### config.mk
export PLATFORM = sky130hd
export DESIGN_NAME = nmq_ctrl
export DESIGN_NICKNAME = d
export VERILOG_FILES = /design/src/sv/negacyclic_poly_mul_mod_q_assert.svh /design/src/sv/nmq_pkg.sv /design/src/sv/nmq_ctrl.sv
export SDC_FILE = /design/constraint.sdc
export NUM_CORES = 1
export LEC_CHECK = 0
export BUFFER_PORTS_ARGS = -buffer_cell sky130_fd_sc_hd__buf_2
export CORE_MARGIN = 5
export CORE_UTILIZATION = 40
export CTS_CLUSTER_SIZE = 20
export DETAILED_ROUTE_END_ITERATION = 7
export GPL_TIMING_DRIVEN = 1
export PLACE_DENSITY = 0.71
export SLEW_MARGIN = 5
export SYNTH_ARGS = -nofsm -noshare
export SYNTH_HDL_FRONTEND = slang
export SYNTH_SLANG_ARGS = --single-unit
### constraint.sdc
create_clock -name clk -period 1.4 [get_ports clk]
set_clock_uncertainty 0.1 [all_clocks]
set_input_delay 0.28 -clock clk [delete_from_list [all_inputs] [get_ports clk]]
set_output_delay 0.28 -clock clk [all_outputs]
set_load 0.02 [all_outputs]
### src/sv/negacyclic_poly_mul_mod_q_assert.svh
// -----------------------------------------------------------------------------
// Negacyclic multiplier assertion macros
// Shared property wrappers for the checks at the end of the top level.
// -----------------------------------------------------------------------------
`ifndef NEGACYCLIC_POLY_MUL_MOD_Q_ASSERT_SVH
`define NEGACYCLIC_POLY_MUL_MOD_Q_ASSERT_SVH

// Same-cycle implication, clocked on clk, off during reset
`define NMQ_ASSERT_NOW(label, ante, cons, msg) \
	label: assert property (@(posedge clk) disable iff (!arst_n) (ante) |-> (cons)) \
		else $error(msg);

// Next-cycle implication, clocked on clk, off during reset
`define NMQ_ASSERT_NEXT(label, ante, cons, msg) \
	label: assert property (@(posedge clk) disable iff (!arst_n) (ante) |=> (cons)) \
		else $error(msg);

`endif

### src/sv/nmq_pkg.sv
// -----------------------------------------------------------------------------
// nmq_pkg
// Constants, codes and controller/datapath interface types of the
// negacyclic polynomial multiplier mod Q.
// -----------------------------------------------------------------------------
package nmq_pkg;

	// Ring and field sizes
	localparam int DEGREE     = 256;
	localparam int IDX_W      = 8;
	localparam int COEFF_IN_W = 31;
	localparam int COEFF_W    = 30;
	localparam logic [COEFF_W-1:0] MOD_Q = 30'd1073643521;

	// Exact accumulation: DEGREE products of two COEFF_W values, plus sign
	localparam int PROD_W    = 2 * COEFF_W;
	localparam int ACC_W     = PROD_W + IDX_W + 1;

	// Reduction by folding: 2^30 = 2^16 + 2^15 - 1 (mod Q).
	// Five folds bring any |acc| below 2^30.
	localparam int FOLD_SH_HI = 16;
	localparam int FOLD_SH_LO = 15;
	localparam int RED_STEPS  = 5;
	localparam int RED_CNT_W  = $clog2(RED_STEPS);
	localparam int CNT_W      = (IDX_W > RED_CNT_W) ? IDX_W : RED_CNT_W;

	// Transaction kinds
	localparam logic KIND_LOAD = 1'b0;
	localparam logic KIND_READ = 1'b1;

	typedef enum logic [2:0] {
		ST_IDLE,
		ST_MAC,
		ST_DRAIN,
		ST_REDUCE,
		ST_FIN
	} nmq_state_t;

	// Controller to datapath
	typedef struct packed {
		logic             wr_en;
		logic             start;
		logic             mac_en;
		logic [IDX_W-1:0] mac_idx;
		logic             red_load;
		logic             red_step;
		logic             out_load;
	} nmq_cmd_t;

	// Datapath to controller
	typedef struct packed {
		logic pipe_busy;
		logic out_free;
	} nmq_sts_t;

endpackage

### src/sv/nmq_ctrl.sv
// -----------------------------------------------------------------------------
// nmq_ctrl
// Controller: input handshake, term counter and the sequence of
// accumulate, drain, reduce and output steps for a read.
// -----------------------------------------------------------------------------
module nmq_ctrl (
	input  logic                      clk,
	input  logic                      arst_n,
	input  logic                      in_valid,
	input  logic                      kind,
	input  logic [nmq_pkg::IDX_W-1:0] index,
	input  nmq_pkg::nmq_sts_t         sts,
	output logic                      in_ready,
	output nmq_pkg::nmq_cmd_t         cmd
);
	import nmq_pkg::*;

	nmq_state_t       state_q;
	nmq_state_t       state_d;
	logic [CNT_W-1:0] cnt_q;
	logic             accept_c;
	logic             idx_ok_c;
	logic             mac_last_c;
	logic             red_last_c;

	always_comb begin
		accept_c   = in_valid && in_ready;
		idx_ok_c   = {1'b0, index} < (IDX_W+1)'(DEGREE);
		mac_last_c = cnt_q == CNT_W'(DEGREE - 1);
		red_last_c = cnt_q == CNT_W'(RED_STEPS - 1);
	end

	// Next state
	always_comb begin
		state_d = state_q;
		case (state_q)
			ST_IDLE: begin
				if (accept_c && (kind == KIND_READ) && idx_ok_c) begin
					state_d = ST_MAC;
				end
			end
			ST_MAC: begin
				if (mac_last_c) begin
					state_d = ST_DRAIN;
				end
			end
			ST_DRAIN: begin
				if (!sts.pipe_busy) begin
					state_d = ST_REDUCE;
				end
			end
			ST_REDUCE: begin
				if (red_last_c) begin
					state_d = ST_FIN;
				end
			end
			ST_FIN: begin
				if (sts.out_free) begin
					state_d = ST_IDLE;
				end
			end
			default: begin
				state_d = ST_IDLE;
			end
		endcase
	end

	// Outputs
	always_comb begin
		in_ready     = state_q == ST_IDLE;
		cmd.wr_en    = accept_c && (kind == KIND_LOAD) && idx_ok_c;
		cmd.start    = accept_c && (kind == KIND_READ) && idx_ok_c;
		cmd.mac_en   = state_q == ST_MAC;
		cmd.mac_idx  = cnt_q[IDX_W-1:0];
		cmd.red_load = (state_q == ST_DRAIN) && !sts.pipe_busy;
		cmd.red_step = state_q == ST_REDUCE;
		cmd.out_load = (state_q == ST_FIN) && sts.out_free;
	end

	// State and term/step counter
	always_ff @(posedge clk or negedge arst_n) begin
		if (!arst_n) begin
			state_q <= ST_IDLE;
			cnt_q   <= '0;
		end else begin
			state_q <= state_d;
			if (cmd.start || cmd.red_load || (cmd.mac_en && mac_last_c)) begin
				cnt_q <= '0;
			end else if (cmd.mac_en || cmd.red_step) begin
				cnt_q <= cnt_q + 1'b1;
			end
		end
	end

endmodule

# --- Word-level counts from Yosys, hierarchy flattened ---
# Index checks and enable logic that the tools add are counted.
word_totals:
  n_memories: 0
  register_bits: 11
  output_inout_bits: 15
  rom_bits: 0
  mem_bits_rw: 0
  latch_bits: 0
classes:
  eq_ne: 11
  shift: 0
  n_mux: 8
  mul: 0
  reduce_logical: 13
  magnitude_cmp: 0
  n_addsub: 1
  bitwise: 1
  div: 0
ops:
  columns: ["op", "n"]
  rows:
  - ["2-to-1 mux 8 bit", 2]
  - ["2-to-1 mux 3 bit", 5]
  - ["one-hot mux 3 bit (5 select lines)", 1]
  - ["adder 8 x 1 -> 8 bit, second input constant", 1]
  - ["equality test 8 x 3 -> 1 bit, second input constant", 1]
  - ["equality test 8 bit, second input constant", 1]
  - ["equality test 3 x 2 -> 1 bit, second input constant", 2]
  - ["logical AND 1 bit", 6]
  - ["!= test 2 x 1 -> 1 bit, second input constant", 3]
  - ["AND reduction 5 bit", 1]
  - ["!= test 2 bit, second input constant", 2]
  - ["equality test 3 x 1 -> 1 bit, second input constant", 1]
  - ["equality test 3 bit, second input constant", 1]
  - ["logical NOT 3 bit", 1]
  - ["logical OR 1 bit", 3]
  - ["nonzero test 2 bit", 1]
  - ["logical NOT 1 bit", 1]
  - ["NOT 1 bit", 1]

# --- Logic depth before layout (Yosys ltp) ---
# Gate-level depths: netlist of the first run.
logic_depth:
  depth_word: 6
  ltp_mapped: 6

# --- Worst setup path before layout of the first run ---
# Ideal clock, no wire load.
synth_path:
  path_kind: "register -> output"
  start: "reg state_q[2]"
  end: "out cmd[13] (netlist bit)"
  slack_ns: -0.465
  path_stages_with_launch: 5
  required_ns: 1.020
  arrival_ns: 1.485
  n_path_buf: 1
  path_cell_list: "dfrtp_1 buf_6 nor3_1 nand2_1 nor2_1"
synth_lines:
  columns: ["item", "line_no", "rtl"]
  rows:
  - ["from (decl)", "nmq_ctrl.sv:18", "nmq_state_t state_q;"]
  - ["from (signal assigned)", "nmq_ctrl.sv:86", "state_q <= state_d;"]
  - ["to (decl)", "nmq_ctrl.sv:14", "output nmq_pkg::nmq_cmd_t cmd"]

==> flow_summary.yaml, run 1 <==
job:
  max_cap_viol_count: 0
yosys:
  postSynthAreaPerCell_sq_um: 8.71
  netlist_top_cells_count: "11 x dfrtp_1, 11 x nand2_1, 9 x inv_1, 7 x nor2_1, 7 x o21ai_0"
  synth_area_leaders: "dfrtp_1 39%, nand2_1 5.8%, o21ai_0 4.9%"
  synth_ff_type: "dfrtp_1"
  ys_warn_count: 0
  ys_types: 27
  synth-edff-count: 0
  syn_nets: 98
  yosysTopAreaCell: "dfrtp_1"
  synth-seq-cells: 11
  synth_cells: 82
  synth_top_area_share_pct: 38.5
  async_flop_share_pct: 100
  syn_area_sq_um: 714
  synth.yosys.seq_area_share_pct: 38.5
grt:
  antenna_found_initial: 0
  grt_pass1_vias: 912
  globalRouteTotalUtil_pct: 21.4
  grt_max_degree: 12
  grt_pass1_wl_microns: 4230
  grt.overflow.total: 0
place:
  place_ws_ns: -0.224
  dp_hpwl_microns: 1560
  place_area_sq_um: 1050
  io_buffers: 20
  finalWeightedCongestion: 0.851
  place_inst: 149
pwr:
  cellPowerDensity_nw_per_um2: 1550
  p_leak_nw: 0.626
  vdd_drop_max_v: 0.00166
cells_and_area:
  final_util_pct: 82.6
  drive_above_1_share_pct: 71.2
  antennaDiodeCount: 0
  syn_to_final_growth_pct: 97.5
  stdcell_count: 164
  fill_cells: 90
  final_area_sq_um: 1410
  num-nets-final: 156
cts:
  clockBufferDepth: 2
  cts_root_buffer: "clkbuf_4"
  htree_levels: 1
  clkTransAtPathRegs_ns: 0.07
  clock_sinks: 11
  cts_buffers: 3
  cts_tree: "built"
  clk_latency_ns: 0.28
critical_path:
  critPathMaxFanout: 5
  end_kind: "primary output"
  cp.required_ns: 1.02
  path_class: "flip-flop to primary output"
  cp-start-kind: "flip-flop"
  cp.arrival_ns: 1.31
timing:
  tightestPinTransition_ns: 0.320
  fmax_mhz: 592
  setup_ws_ns: -0.290
  period_share_pct: 121
  fin_crit_ns: 1.69
  slew_viol_final: 0
  relSlewSlack_pct: 78.6
  rsz0062_at_grt: "true"
  setup_viol: 18
  hold_viol: 0
floorplanning:
  start_util_pct: 41.8
  die_h_microns: 52.3
  io_pins: 29
  coreArea_sq_um: 1710
  die_width_microns: 52.3
  dieArea_sq_um: 2730
  rows: 15
worst_hold_path:
  min_path_type: "input pin to flip-flop"
route:
  ant_nets: 0
  firstDrtPassIters: 4
  post_drt_wl_per_cell_microns: 16.4
  vias: 873
  routed_wl_microns: 2700
  remaining_drc_errors: 0
  drt_iter0_drc: 14
  via_per_inst: 5.32
outcome:
  violations: "setup timing"
  outcome: "finished, violations left"
[kinds of logic (layout without fill, tap and decap cells)]
logic type               after synthesis  in the layout  share of synthesized area [%]
multiplexers                           2              2                           2.80
adder cells (fa/ha/maj)                2              2                           3.50
buffers and inverters                 12             69                           9.46
AO/OA/AOI/OAI                         18             18                           18.7
AND/OR/NAND/NOR                       37             37                           27.0
flip-flops                            11             11                           38.5
[path summary, 6_finish.rpt]
path	startpoint	end	slack [ns]	cells after the start
max in group asynchronous	arst_n	state_q[0]	0.65	2
worst max register to register	cnt_q[0]	cnt_q[3]	-0.22	5
min in group asynchronous	arst_n	cnt_q[4]	0.31	2
worst max-delay path	state_q[2]	cmd[12]	-0.29	3
worst min register to register	cnt_q[7]	cnt_q[7]	0.50	2
worst min-delay path	sts[0]	state_q[2]	0.11	2
[worst max-delay path, stage by stage, from the launching register on]
cell and delay, ns:
dfrtp_2 0.47, nor3_4 0.23, and3_4 0.21, buf_6 0.11
[report_power, final]
group	internal [mW]	switching, mW
sequential	0.424	0.147
combinational	0.750	0.652
clock	0.111	0.106
total	1.28	0.905
[metal layers]
metal / GRT usage, % / wire length (microns) / share of wire (%) / vias up
li1: - / - / - / 409
met2: 36.0 / 1420 / 53 / 25
met3: 6.84 / 130 / 4.8 / 4
met1: 24.7 / 1110 / 41 / 435
met5: 0 / 0 / 0 / -
met4: 9.36 / 32 / 1.2 / 0
[cell usage in the layout, fill, tap and decap left out, types with 2 or more instances in the layout]
cell type  netlist  final
ha_4             0      2
o21ai_2          0      5
dfrtp_1         11      5
buf_4            0     26
buf_2            0      8
dfrtp_2          0      6
inv_1            9      6
and3_4           0      2
nand2_2          0      2
nor2_1           7      5
nand3_1          5      3
inv_2            0      2
nand3_2          2      3
buf_6            3     21
or3_1            2      2
nand2_1         11      8
clkbuf_4         0      3
a21oi_2          0      2
nor2_4           0      2
mux2i_1          2      2
o311ai_2         0      2
[stage by stage]
stage	power, mW	TNS (ns)	hold slack [ns]
2_1_floorplan	1.03	-1.27	-0.116
4_1_cts	1.93	-3.31	0.108
5_1_grt	2.34	-4.64	0.100
3_3_place_gp	1.39	-1.19	0.0620
3_5_place_dp	1.42	-1.53	0.0608
6_report	2.19	-3.53	0.106
[state kept, by name (all words and copies together) (netlist names)]
signal,flops
cnt_q,8
state_q,3
[cell type report]
cell class | instances | area [sq um] | share of cell area [%]
Clock buffer | 4 | 26.3 | 1.86
Timing Repair Buffer | 56 | 482 | 34.1
Sequential cell | 11 | 283 | 20.0
Tap cell | 25 | 31.3 | 2.22
Inverter | 9 | 36.3 | 2.57
Multi-Input combinational cell | 59 | 553 | 39.2
[timing repair]
| item | 4_1_cts | 5_1_grt |
|---|---|---|
| hold buffers | 1 | 0 |
| hold endpoints to repair | 11 | 0 |
| buffers inserted | 9 | 3 |
| gates resized for setup | 42 | 32 |
| pin swaps | 19 | 10 |
| endpoints found under the setup margin | 17 | 25 |
Power figures use the tool's default switching activity.
==> run 2: changes to the inputs <==
--- a/config.mk
+++ b/config.mk
@@ -12,6 +12,7 @@
 export DETAILED_ROUTE_END_ITERATION = 7
 export GPL_TIMING_DRIVEN = 1
 export PLACE_DENSITY = 0.71
+export RECOVER_POWER = 100
 export SLEW_MARGIN = 5
 export SYNTH_ARGS = -nofsm -noshare
 export SYNTH_HDL_FRONTEND = slang
==> flow_summary.yaml, run 2 (same netlist as run 1, synthesis figures left out) <==
outcome:
  outcome: "finished, violations left"
  violations: "setup timing"
grt:
  grt_pass1_wl_microns: 4230
  antenna_found_initial: 0
  grt_pass1_vias: 912
  globalRouteTotalUtil_pct: 21.4
  grt_max_degree: 12
  grt.overflow.total: 0
cells_and_area:
  final_util_pct: 82.3
  largest_reg_flops: 8
  antennaDiodeCount: 0
  final_common_cell: "buf_4"
  num-nets-final: 156
  drive_above_1_share_pct: 70.5
  fill_cells: 91
  largestRegisters: "cnt_q: 8 flops, state_q: 3 flops"
  layout_common_cells: "27 x buf_4, 20 x buf_6, 8 x nand2_1"
  final_area_sq_um: 1410
  top_register: "cnt_q"
  syn_to_final_growth_pct: 96.8
route:
  remaining_drc_errors: 0
  firstDrtPassIters: 4
  post_drt_wl_per_cell_microns: 16.5
  routed_wl_microns: 2700
  ant_nets: 0
  vias: 874
  drt_iter0_drc: 15
  via_per_inst: 5.33
timing:
  setup_ws_ns: -0.290
  rsz0062_at_grt: "true"
  timing.hold.ws_ns: 0.106
  fmax_mhz: 592
  setup_tns_ns: -3.53
  fin_crit_ns: 1.69
  slew_viol_final: 0
  period_share_pct: 121
  setup_viol: 18
  hold_viol: 0
  relSlewSlack_pct: 58.8
  tightestPinTransition_ns: 0.618
critical_path:
  cp.required_ns: 1.02
  end_kind: "primary output"
  reg2reg_depth: 5
  cp.arrival_ns: 1.31
  path_class: "flip-flop to primary output"
  cp-start-kind: "flip-flop"
  critPathMaxFanout: 5
pwr:
  seq_power_share_pct: 26.1
  internal_power_mw: 1.28
  combPwrFrac_pct: 64.0
  switching_power_uw: 905
  cellPowerDensity_nw_per_um2: 1550
  power.total_mw: 2.18
  p_leak_nw: 0.623
  swShare_pct: 41.4
  vdd_drop_max_v: 0.00165
  p_clk_share_pct: 9.9
floorplanning:
  die_width_microns: 52.3
  coreArea_sq_um: 1710
  die_h_microns: 52.3
  io_pins: 29
  dieArea_sq_um: 2730
  rows: 15
  start_util_pct: 41.8
cts:
  htree_levels: 1
  cts_buffers: 3
  clockBufferDepth: 2
  cts_root_buffer: "clkbuf_4"
  clock_sinks: 11
  clkTransAtPathRegs_ns: 0.07
  clk_latency_ns: 0.28
  cts_tree: "built"
worst_hold_path:
  min_path_type: "input pin to flip-flop"
  min_path_cells: 2
place:
  io_buffers: 20
  finalWeightedCongestion: 0.851
  dp_hpwl_microns: 1560
  place_area_sq_um: 1050
job:
  max_cap_viol_count: 0
run 2: cell types whose count changed in the layout (fill, tap and decap cells not counted):
cell      previous run  this run
buf_2                8         6
buf_4               26        27
buf_6               21        20
clkbuf_1             1         2
clkbuf_2             0         1
run 2: routing by layer:
layer | vias to the layer above | share of wire (%) | track usage, % | wire length [microns]
met3 | 4 | 4.6 | 6.84 | 124
met2 | 25 | 53 | 36.0 | 1420
met4 | 0 | 1.2 | 9.36 | 32
li1 | 409 | - | - | -
met5 | - | 0 | 0 | 0
met1 | 436 | 42 | 24.7 | 1120
run 2: power by group through the flow:
stage	sequential, mW	combinational (mW)	clock, mW
floorplan	0.683	0.343	0
global placement	0.538	0.854	0
detailed placement	0.546	0.878	0
CTS	0.546	1.17	0.219
global route	0.588	1.49	0.253
finish	0.571	1.40	0.217
run 2: through the flow:
stage,std cells,setup slack (ns)
floorplan,82,-0.198
global placement,149,-0.166
detailed placement,149,-0.224
CTS,163,-0.273
global route,164,-0.363
finish,164,-0.290
run 2: path summary, 6_finish.rpt:
kind,start,to,slack (ns)
worst max-delay path,state_q[2],cmd[12],-0.29
worst min-delay path,sts[0],state_q[2],0.11
worst max register to register,cnt_q[0],cnt_q[3],-0.22
worst min register to register,cnt_q[7],cnt_q[7],0.50
max in group asynchronous,arst_n,state_q[0],0.32
min in group asynchronous,arst_n,cnt_q[4],0.43
run 2: layout make-up:
| class | instances | area (sq um) | share of cell area (%) |
|---|---|---|---|
| sequential | 11 | 283 | 20.1 |
| tap | 25 | 31.3 | 2.22 |
| clock buffer | 4 | 26.3 | 1.87 |
| timing repair buffer | 56 | 477 | 33.9 |
| multi-input combinational | 59 | 553 | 39.3 |
| inverter | 9 | 36.3 | 2.58 |
run 2: what timing repair did:
item	CTS	global route
gates resized for setup	42	32
pin swaps	19	10
hold buffers	1	0
hold endpoints to repair	11	0
buffers inserted	9	3
endpoints found under the setup margin	17	25
run 2: worst max-delay path, cell delays in order (launching register included):
cell and delay [ns]:
dfrtp_2 0.47, nor3_4 0.23, and3_4 0.21, buf_6 0.11
